<file path="config.mk">
export PLATFORM = sky130hd
export DESIGN_NAME = sdr_ram
export DESIGN_NICKNAME = d
export VERILOG_FILES = /design/src/rtl/sdr_ram.sv
export SDC_FILE = /design/constraint.sdc
export NUM_CORES = 1
export LEC_CHECK = 0
export ABC_AREA = 0
export BUFFER_PORTS_ARGS = -buffer_cell sky130_fd_sc_hd__buf_2
export CAP_MARGIN = 15
export CORE_ASPECT_RATIO = 0.6
export CORE_MARGIN = 5
export CORE_UTILIZATION = 60
export CTS_BUF_LIST = sky130_fd_sc_hd__clkbuf_2
export DETAILED_ROUTE_END_ITERATION = 12
export PLACE_DENSITY_LB_ADDON = 0.1
export SETUP_SLACK_MARGIN = 0.15
export SYNTH_ARGS = -nofsm -noshare
export SYNTH_HDL_FRONTEND = slang
export SYNTH_SLANG_ARGS = --single-unit
</file>
<file path="constraint.sdc">
create_clock -name clock -period 3.1 [get_ports clock]
set_input_delay 0.465 -clock clock [delete_from_list [all_inputs] [get_ports clock]]
set_output_delay 0.465 -clock clock [all_outputs]
set_load 0.01 [all_outputs]
</file>
<file path="src/rtl/sdr_ram.sv">
// generic single write port, single read port ram with registered read data
// no dependencies
module sdr_ram #(
   parameter int WIDTH = 8,
   parameter int DEPTH = 16
) (
   input  logic                     clock,
   input  logic                     we,
   input  logic [$clog2(DEPTH)-1:0] waddr,
   input  logic [WIDTH-1:0]         wdata,
   input  logic [$clog2(DEPTH)-1:0] raddr,
   output logic [WIDTH-1:0]         rdata
);

   logic [WIDTH-1:0] mem_ff [DEPTH];
   logic [WIDTH-1:0] rdata_ff;

   always_ff @(posedge clock) begin
      if (we) begin
         mem_ff[waddr] <= wdata;
      end
      rdata_ff <= mem_ff[raddr];
   end

   assign rdata = rdata_ff;

endmodule

</file>
Yosys cells after proc, flatten, opt, wreduce, memory -nomap -nowiden
Memory sizes are Yosys's and may differ from the RTL's. A register that Yosys moved wholly into a read port is not among the register bits.
Cells that the tools add are included.
{ "classes": {"addsub": 0, "mul": 0, "n_div": 0, "magnitude_cmp": 0, "n_eq_ne": 0, "shifts": 0, "n_mux": 2, "n_bitwise": 0, "n_reduce_logical": 0} }
{ "ops": {"columns": ["operator", "n"], "rows": [
  ["two-way mux 1 bit", 2]
]} }
{ "word_totals": {"reg_bits": 0, "latchBits": 0, "mem_bits_rw": 128, "rom_bits": 0, "inputBits": 18, "mem_count": 1} }
{ "mem_list": {"columns": ["memory", "depth", "word_bits", "rd", "rd_ports_with_merged_regs", "wr", "line_no", "text"], "rows": [
  ["mem_ff", 16, 8, 1, 1, 1, "15", "logic [WIDTH-1:0] mem_ff [DEPTH];"]
]} }

Longest topological paths before layout
Gate-level depths: netlist (run 1).
{ "depth": {"word_depth": 2, "ltp_mapped": 5} }

Worst setup path after synthesis (run 1)
No wires, ideal clock.
{ "synth_path": {"path_kind": "input to register", "startpoint": "in waddr[2]", "endpoint": "mem mem_ff[0][0] (enable)", "t_arrival_ps": 1575, "slack_ps": 1142, "cell_stages": 2, "n_path_buf": 0, "cell_sequence": "or3b_2 > nor3_1"} }
{ "synth_lines": {"columns": ["element", "line_no", "text"], "rows": [
  ["from (decl)", "9", "input logic [$clog2(DEPTH)-1:0] waddr,"],
  ["to (decl)", "15", null]
]} }
No word-level cell before the write port.

Worst setup path in the final report (run 1)
{ "layout_path": {"startpoint": "reg rdata_ff[3] (netlist: rdata[3]), read port of mem_ff", "endpoint": "out rdata[3]"} }
{ "layout_lines": {"columns": ["element", "line_no", "text"], "rows": [
  ["from (decl)", "16", "logic [WIDTH-1:0] rdata_ff;"],
  ["to (decl)", "12", "output logic [WIDTH-1:0] rdata"]
]} }
No word-level cell between the ends.

==> impl_metrics.toml, run 1 <==
[clock_tree]
postCtsSetupBuffers = 0
cts_max_level = 4
cts-root-buf = "clkbuf_2"
hold_buffers = 0
clockBufferDepth = 2
clkLatencyLatePin_ns = 0.69
numClockSinks = 136
cts_tree = "done"
path_clk_slew_ns = 0.22
cts_buffers = 17
cts_resized = 0

[flow_run]
max_cap_violations = 0

[floorplan]
die_w_um = 130
io_pins = 26
rows = 26
core_area_um2 = 8430
dieArea_um2 = 10600
initial_utilization = 0.611
die_h_um = 81.7

[cells_and_area]
stdcell_area_um2 = 5660
final_nets = 292
final_cell_mix = "edfxtp_1, buf_2, mux4_2"
n_fill_cell = 553
area_growth_pct = 9.97
layout.cells.most_common = "edfxtp_1"
drive_above_1_share = 0.303
antennaDiodeCount = 0

[synthesis]
syn_avg_cell_area_um2 = 22.5
syn_inst = 229
synth_top_area_share = 0.747
netlist_top_cells_area = "edfxtp_1, mux4_2, mux4_1"
synth_seq_cells = 136
synth_top_area_cell = "edfxtp_1"
syn_area_um2 = 5150
ys_seq_area_frac = 0.778
synth_cell_types = 19
mappedNetlistNets = 247
yosys_warnings = 0

[route]
dr.pass1.iters = 5
wire_per_inst_um = 24.2
drc = 0
drt-total-wl_um = 9650
vias = 2458
viasPerCell = 6.16
drt_iter0_drc = 317
ant_nets = 0

[placement]
port_buffers = 25
gp_congestion = 0.772
place_area_um2 = 5410
dp_slack_ns = 0.850
dp_hpwl_um = 6150

[setup_path]
cp.arrival_ns = 1.20
cp_slowest_cell = "dfxtp_1"
required_ns = 2.63
critPathBufInv = 1
cp-start-kind = "flip-flop"
critical_path_class = "flip-flop to primary output"
endpoint_kind = "primary output"
cp_top_family = "flip-flops"
critPathMaxStageDelay_ns = 0.38
cp_cell_sequence = "buf_2"
rrSetupSlack_ns = 1.64
cp_max_fo = 1

[power_and_ir_drop]
peakVddDrop_v = 0.000426
p_per_area_nw_per_um2 = 590
power_mw = 3.34
leakage_nw = 1.89

[global_route]
grt_max_degree = 33
grt_pass1_vias = 2505
grt_usage = 0.206
grt_pass1_wl_um = 14900
antenna_found_initial = 0
grt_overflow = 0

[sta]
setup_viol = 0
finalHoldViolCount = 0
drv_slew = 0
slew_headroom = 0.413
final.setup.tns_ns = 0
fmax_mhz = 601
finalCritPeriodShare = 0.537
rsz0062_at_grt = "false"
tightest_slew_ns = 0.877
finalCriticalPeriod_ns = 1.66
timing.final.ws_setup_ns = 1.44
clock_skew_ns = 0.0233

[worst_hold_path]
worstHoldPathType = "input pin to flip-flop"

[status]
outcome = "finished, final reports clean"
-- layout make-up --
class	instances	area, um2	area share
timing repair buffer	36	208	0.0367
clock inverter	15	166	0.0294
multi-input combinational	83	1060	0.187
sequential	136	4000	0.707
tap	112	140	0.0248
clock buffer	17	85.1	0.0150
-- cell families after synthesis --
logic type	after synthesis	share of synthesized area
buf+inv	10	0.0168
compound gates	16	0.0233
mux	32	0.150
flops	136	0.778
simple gates	35	0.0318
-- where the power goes --
group	internal, mW	switching [mW]	total, mW
Combinational	0.0771	0.111	0.188
Clock	0.385	0.699	1.08
Sequential	2.05	0.0116	2.06
-- routing by layer --
metal	global-route usage	part of all wire	up-vias
met5	0	0	-
met4	0.0716	0.013	0
met3	0.0669	0.065	14
met2	0.287	0.43	82
met1	0.310	0.49	1299
li1	-	-	1063
-- worst paths after layout --
path,depth (start not counted),from,endpoint
setup / recovery,1,rdata[3],rdata[3]
hold / removal,1,wdata[1],mem_ff[12][1]
setup reg to reg,3,mem_ff[5][1],rdata[1]
hold reg to reg,3,mem_ff[4][2],rdata[2]
-- through the flow --
stage,hold slack (ns),utilization,cells
detailed placement,0.673,0.642,367
CTS,0.0676,0.672,399
floorplan,0.564,-,229
global placement,0.662,0.642,367
finish,0.122,0.672,399
global route,0.0475,0.672,399
-- synthesized netlist by cell type --
cell type,number
buf_2,3
edfxtp_1,128
and2b_1,1
nand2_1,9
a22oi_1,16
nor2_1,13
buf_4,1
mux4_2,18
nand2b_1,2
mux4_1,14
nand3b_1,2
and2_1,1
nand3_1,1
dfxtp_1,8
buf_6,3
or3b_2,1
nor2b_1,1
nor3_1,4
clkdlybuf4s25_2,3
-- flip-flops by register name, summed over array words and instances, names as in the netlist --
signal  cells
mem_ff    128
rdata       8
(Power assumes the default switching activity.)
==> run 2: changes to the inputs <==
CORE_UTILIZATION = 57   (was 60)
clock period = 1.52 ns   (was 3.1 ns; I/O delays follow)
==> impl_metrics.toml, run 2 (synthesized netlist as in run 1, its figures left out) <==
[status]
outcome = "finished, final reports clean"

[sta]
final.setup.tns_ns = 0
finalCritPeriodShare = 0.925
setup_viol = 0
clock_skew_ns = 0.0295
tightest_slew_ns = 0.908
drv_slew = 0
finalHoldViolCount = 0
holdWs_ns = 0.107
fmax_mhz = 711
slew_headroom = 0.393
rsz0062_at_grt = "true"
finalCriticalPeriod_ns = 1.41

[cells_and_area]
top_register = "mem_ff"
n_fill_cell = 549
final_nets = 316
antennaDiodeCount = 0
final_cell_mix = "edfxtp_1, buf_4, mux4_2, buf_2, clkbuf_2"
layout.cells.most_common = "edfxtp_1"
area_growth_pct = 16.0
drive_above_1_share = 0.360
largest_reg_flops = 128

[power_and_ir_drop]
p_seq_frac = 0.627
power_mw = 6.74
p_comb_frac = 0.066
p_int_mw = 5.16
p_clk_frac = 0.307
switching_share = 0.234
p_per_area_nw_per_um2 = 1130
leakage_nw = 2.03
power_switching_mw = 1.58
peakVddDrop_v = 0.000996

[setup_path]
critPathBufInv = 1
endpoint_kind = "primary output"
cp.arrival_ns = 1.18
critical_path_class = "flip-flop to primary output"
worstRegToRegCells = 3
cp_slowest_cell = "dfxtp_4"
rrSetupSlack_ns = 0.20
r2r_end = "rdata[3]"
cp-start-kind = "flip-flop"
required_ns = 1.29
cp_max_fo = 1
critPathMaxStageDelay_ns = 0.41
cp_cell_sequence = "buf_6"
rr_startpoint = "mem_ff[9][3]"
cp_top_family = "flip-flops"

[worst_hold_path]
worstHoldPathType = "input pin to flip-flop"
hold_path_end = "mem_ff[4][3]"
worstHoldStart = "waddr[1]"
hold_depth = 3

[floorplan]
io_pins = 26
die_w_um = 133
initial_utilization = 0.595
core_area_um2 = 8650
rows = 26
die_h_um = 83.6
dieArea_um2 = 11100

[placement]
gp_congestion = 0.722
dp_hpwl_um = 6350
port_buffers = 25

[clock_tree]
clkLatencyLatePin_ns = 0.66
postCtsSetupBuffers = 0
cts_tree = "done"
cts_buffers = 17
numClockSinks = 136
clockBufferDepth = 2
cts-root-buf = "clkbuf_2"
cts_max_level = 4
path_clk_slew_ns = 0.20

[route]
drt_iter0_drc = 289
vias = 2452
drc = 0
dr.pass1.iters = 4
drt-total-wl_um = 9520
ant_nets = 0
wire_per_inst_um = 22.5
viasPerCell = 5.80

[global_route]
grt_usage = 0.190
grt_pass1_wl_um = 15000
antenna_found_initial = 0
grt_max_degree = 18
grt_overflow = 0
grt_pass1_vias = 2497

[flow_run]
max_cap_violations = 0
run 2: cell count changes in the layout (fill, tap and decap cells not counted), sizes merged:
cell,change
dlygate4sd3,+8
inv,-4
clkinv,+4
buf,+16
run 2: through the flow:
stage	util	instance area, um2	setup slack, ns	std cells
final	0.690	5970	0.114	423
after global routing	0.690	5970	0.00563	423
after CTS	0.689	5960	0.0542	423
after detailed placement	0.646	5590	-0.0985	383
after global placement	0.646	5590	-0.0867	383
after floorplan	-	5170	0.0259	229
run 2: routing by layer:
layer  vias to the layer above  part of all wire  GRT usage
li1                       1120                 -          -
met3                         5             0.097     0.0651
met5                         -                 0          0
met2                        92              0.44      0.266
met4                         0            0.0038     0.0623
met1                      1235              0.45      0.282
run 2: final cells by class:
type                    count  area, um2  area share
flip-flops and latches    136       4020       0.672
clock buffers              17       85.1      0.0142
clock inverters            15        154      0.0258
multi-input cells          83       1080       0.180
well taps                 112        140      0.0235
repair buffers             60        502      0.0840
run 2: timing repair:
item                       CTS  global route
setup endpoints to repair    8             9
pin swaps                    0             1
hold buffers                 8             0
resized for setup           14             3
hold endpoints to repair   128             0
run 2: worst max-delay path by stage:
stage / cells after the start / to / from
6_report: 1 / rdata[6] / rdata[6]
5_1_grt: 1 / rdata[6] / rdata[6]
4_1_cts: 1 / rdata[6] / rdata[6]
3_5_place_dp: 5 / rdata[5] / raddr[0]
3_3_place_gp: 5 / rdata[3] / raddr[0]
2_1_floorplan: 2 / mem_ff[3][0] / waddr[2]
run 2: power groups by stage:
stage	Clock, mW	Sequential [mW]	Combinational [mW]
2_1_floorplan	0	4.30	0.216
3_3_place_gp	0	4.30	0.403
3_5_place_dp	0	4.30	0.410
4_1_cts	2.12	4.22	0.447
5_1_grt	2.32	4.23	0.483
6_report	2.07	4.23	0.445
==> run 3: changes to the inputs <==
PLACE_DENSITY_LB_ADDON = 0.25   (was 0.1)
==> impl_metrics.toml, run 3 (synthesized netlist as in run 1, its figures left out) <==
[worst_hold_path]
worstHoldPathType = "input pin to flip-flop"

[cells_and_area]
final_nets = 313
final_cell_mix = "edfxtp_1, buf_4, mux4_2"
stdcell_area_um2 = 5930
regArea_um2 = 4010
multiInputGateArea_um2 = 1080
drive_above_1_share = 0.364
antennaDiodeCount = 0
area_growth_pct = 15.2
n_fill_cell = 564
top_register = "mem_ff"
layout.cells.most_common = "edfxtp_1"
stdcell_count = 420
largest_reg_flops = 128

[placement]
dp_slack_ns = -0.114
gp_congestion = 0.739
place_area_um2 = 5550
placedCellCount = 380
dp_hpwl_um = 6040
port_buffers = 25

[route]
dr.pass1.iters = 5
drt_iter0_drc = 223
viasPerCell = 5.81
ant_nets = 0
vias = 2439
wire_per_inst_um = 21.9
drt-total-wl_um = 9220
drc = 0

[sta]
timing.final.ws_setup_ns = 0.146
slew_headroom = 0.449
finalCritPeriodShare = 0.904
final.setup.tns_ns = 0
drv_slew = 0
fmax_mhz = 728
tightest_slew_ns = 0.823
rsz0062_at_grt = "true"
clock_skew_ns = 0.0289
finalHoldViolCount = 0
setup_viol = 0
finalCriticalPeriod_ns = 1.37

[power_and_ir_drop]
power_mw = 6.83
leakage_nw = 2.03
peakVddDrop_v = 0.000737
p_per_area_nw_per_um2 = 1150

[floorplan]
die_w_um = 133
io_pins = 26
core_area_um2 = 8650
initial_utilization = 0.595
die_h_um = 83.6
rows = 26
dieArea_um2 = 11100

[setup_path]
critPathBufInv = 1
cp.arrival_ns = 1.15
cp_slowest_cell = "dfxtp_1"
cp_cell_sequence = "buf_2"
cp-start-kind = "flip-flop"
cp_top_family = "flip-flops"
critical_path_class = "flip-flop to primary output"
required_ns = 1.29
cp_max_fo = 1
critPathMaxStageDelay_ns = 0.36
endpoint_kind = "primary output"

[clock_tree]
cts_tree = "done"
cts-root-buf = "clkbuf_2"
clockBufferDepth = 2
cts_max_level = 4
clkLatencyLatePin_ns = 0.67
postCtsSetupBuffers = 0
cts_buffers = 17
numClockSinks = 136
path_clk_slew_ns = 0.20

[global_route]
antenna_found_initial = 0
grt_overflow = 0
grt_max_degree = 25
grt_pass1_wl_um = 14200
grt_pass1_vias = 2483
grt_usage = 0.179

[status]
outcome = "finished, final reports clean"

[flow_run]
max_cap_violations = 0
==> run 3: changes by cell type in the layout (fill, tap and decap cells not counted), sizes merged <==
cell | previous run | this run
buf | 52 | 49
clkinv | 6 | 8
inv | 2 | 1
bufinv | 2 | 3
clkbuf | 17 | 18
clkinvlp | 5 | 2
==> run 3: layer usage <==
| metal | GRT usage | vias up | wire length, um |
|---|---|---|---|
| met5 | 0 | - | 0 |
| met4 | 0.0708 | 0 | 80 |
| met3 | 0.0500 | 8 | 657 |
| met2 | 0.250 | 84 | 4180 |
| met1 | 0.270 | 1240 | 4300 |
| li1 | - | 1107 | - |
==> run 3: worst register-to-register path: stages (launching register included) <==
cell	delay, ns
edfxtp_1	0.42
mux4_2	0.48
a22oi_1	0.26
nand2_1	0.09
==> run 3: final cells by class <==
type                            instances  share of cell area
Timing Repair Buffer                   57              0.0766
Tap cell                              112              0.0236
Sequential cell                       136               0.676
Clock inverter                         14              0.0264
Clock buffer                           18              0.0152
Multi-Input combinational cell         83               0.182
==> run 3: per-stage QoR <==
stage / utilization / hold WS [ns]
final: 0.686 / 0.121
after global routing: 0.686 / 0.0418
after CTS: 0.681 / 0.0547
after detailed placement: 0.641 / 0.625
after global placement: 0.641 / 0.617
after floorplan: - / 0.327
==> run 3: final timing paths <==
path | startpoint | to | slack [ns] | cells after the start
hold / removal | raddr[0] | rdata[7] | 0.12 | 4
hold reg to reg | mem_ff[11][1] | rdata[1] | 0.70 | 3
setup reg to reg | mem_ff[3][4] | rdata[4] | 0.19 | 3
setup / recovery | rdata[5] | rdata[5] | 0.15 | 1
==> run 3: power breakdown <==
group / switching [mW] / leakage (nW) / internal, mW / total (mW)
combinational: 0.223 / 0.651 / 0.217 / 0.440
sequential: 0.0284 / 1.22 / 4.19 / 4.22
clock: 1.26 / 0.151 / 0.907 / 2.17
total: 1.51 / 2.03 / 5.31 / 6.83
==> run 3: timing repair <==
item                                   CTS  global route
gates resized for setup                  7            10
setup endpoints to repair                8            10
endpoints found under the hold margin  128             0
hold buffers                             8             0
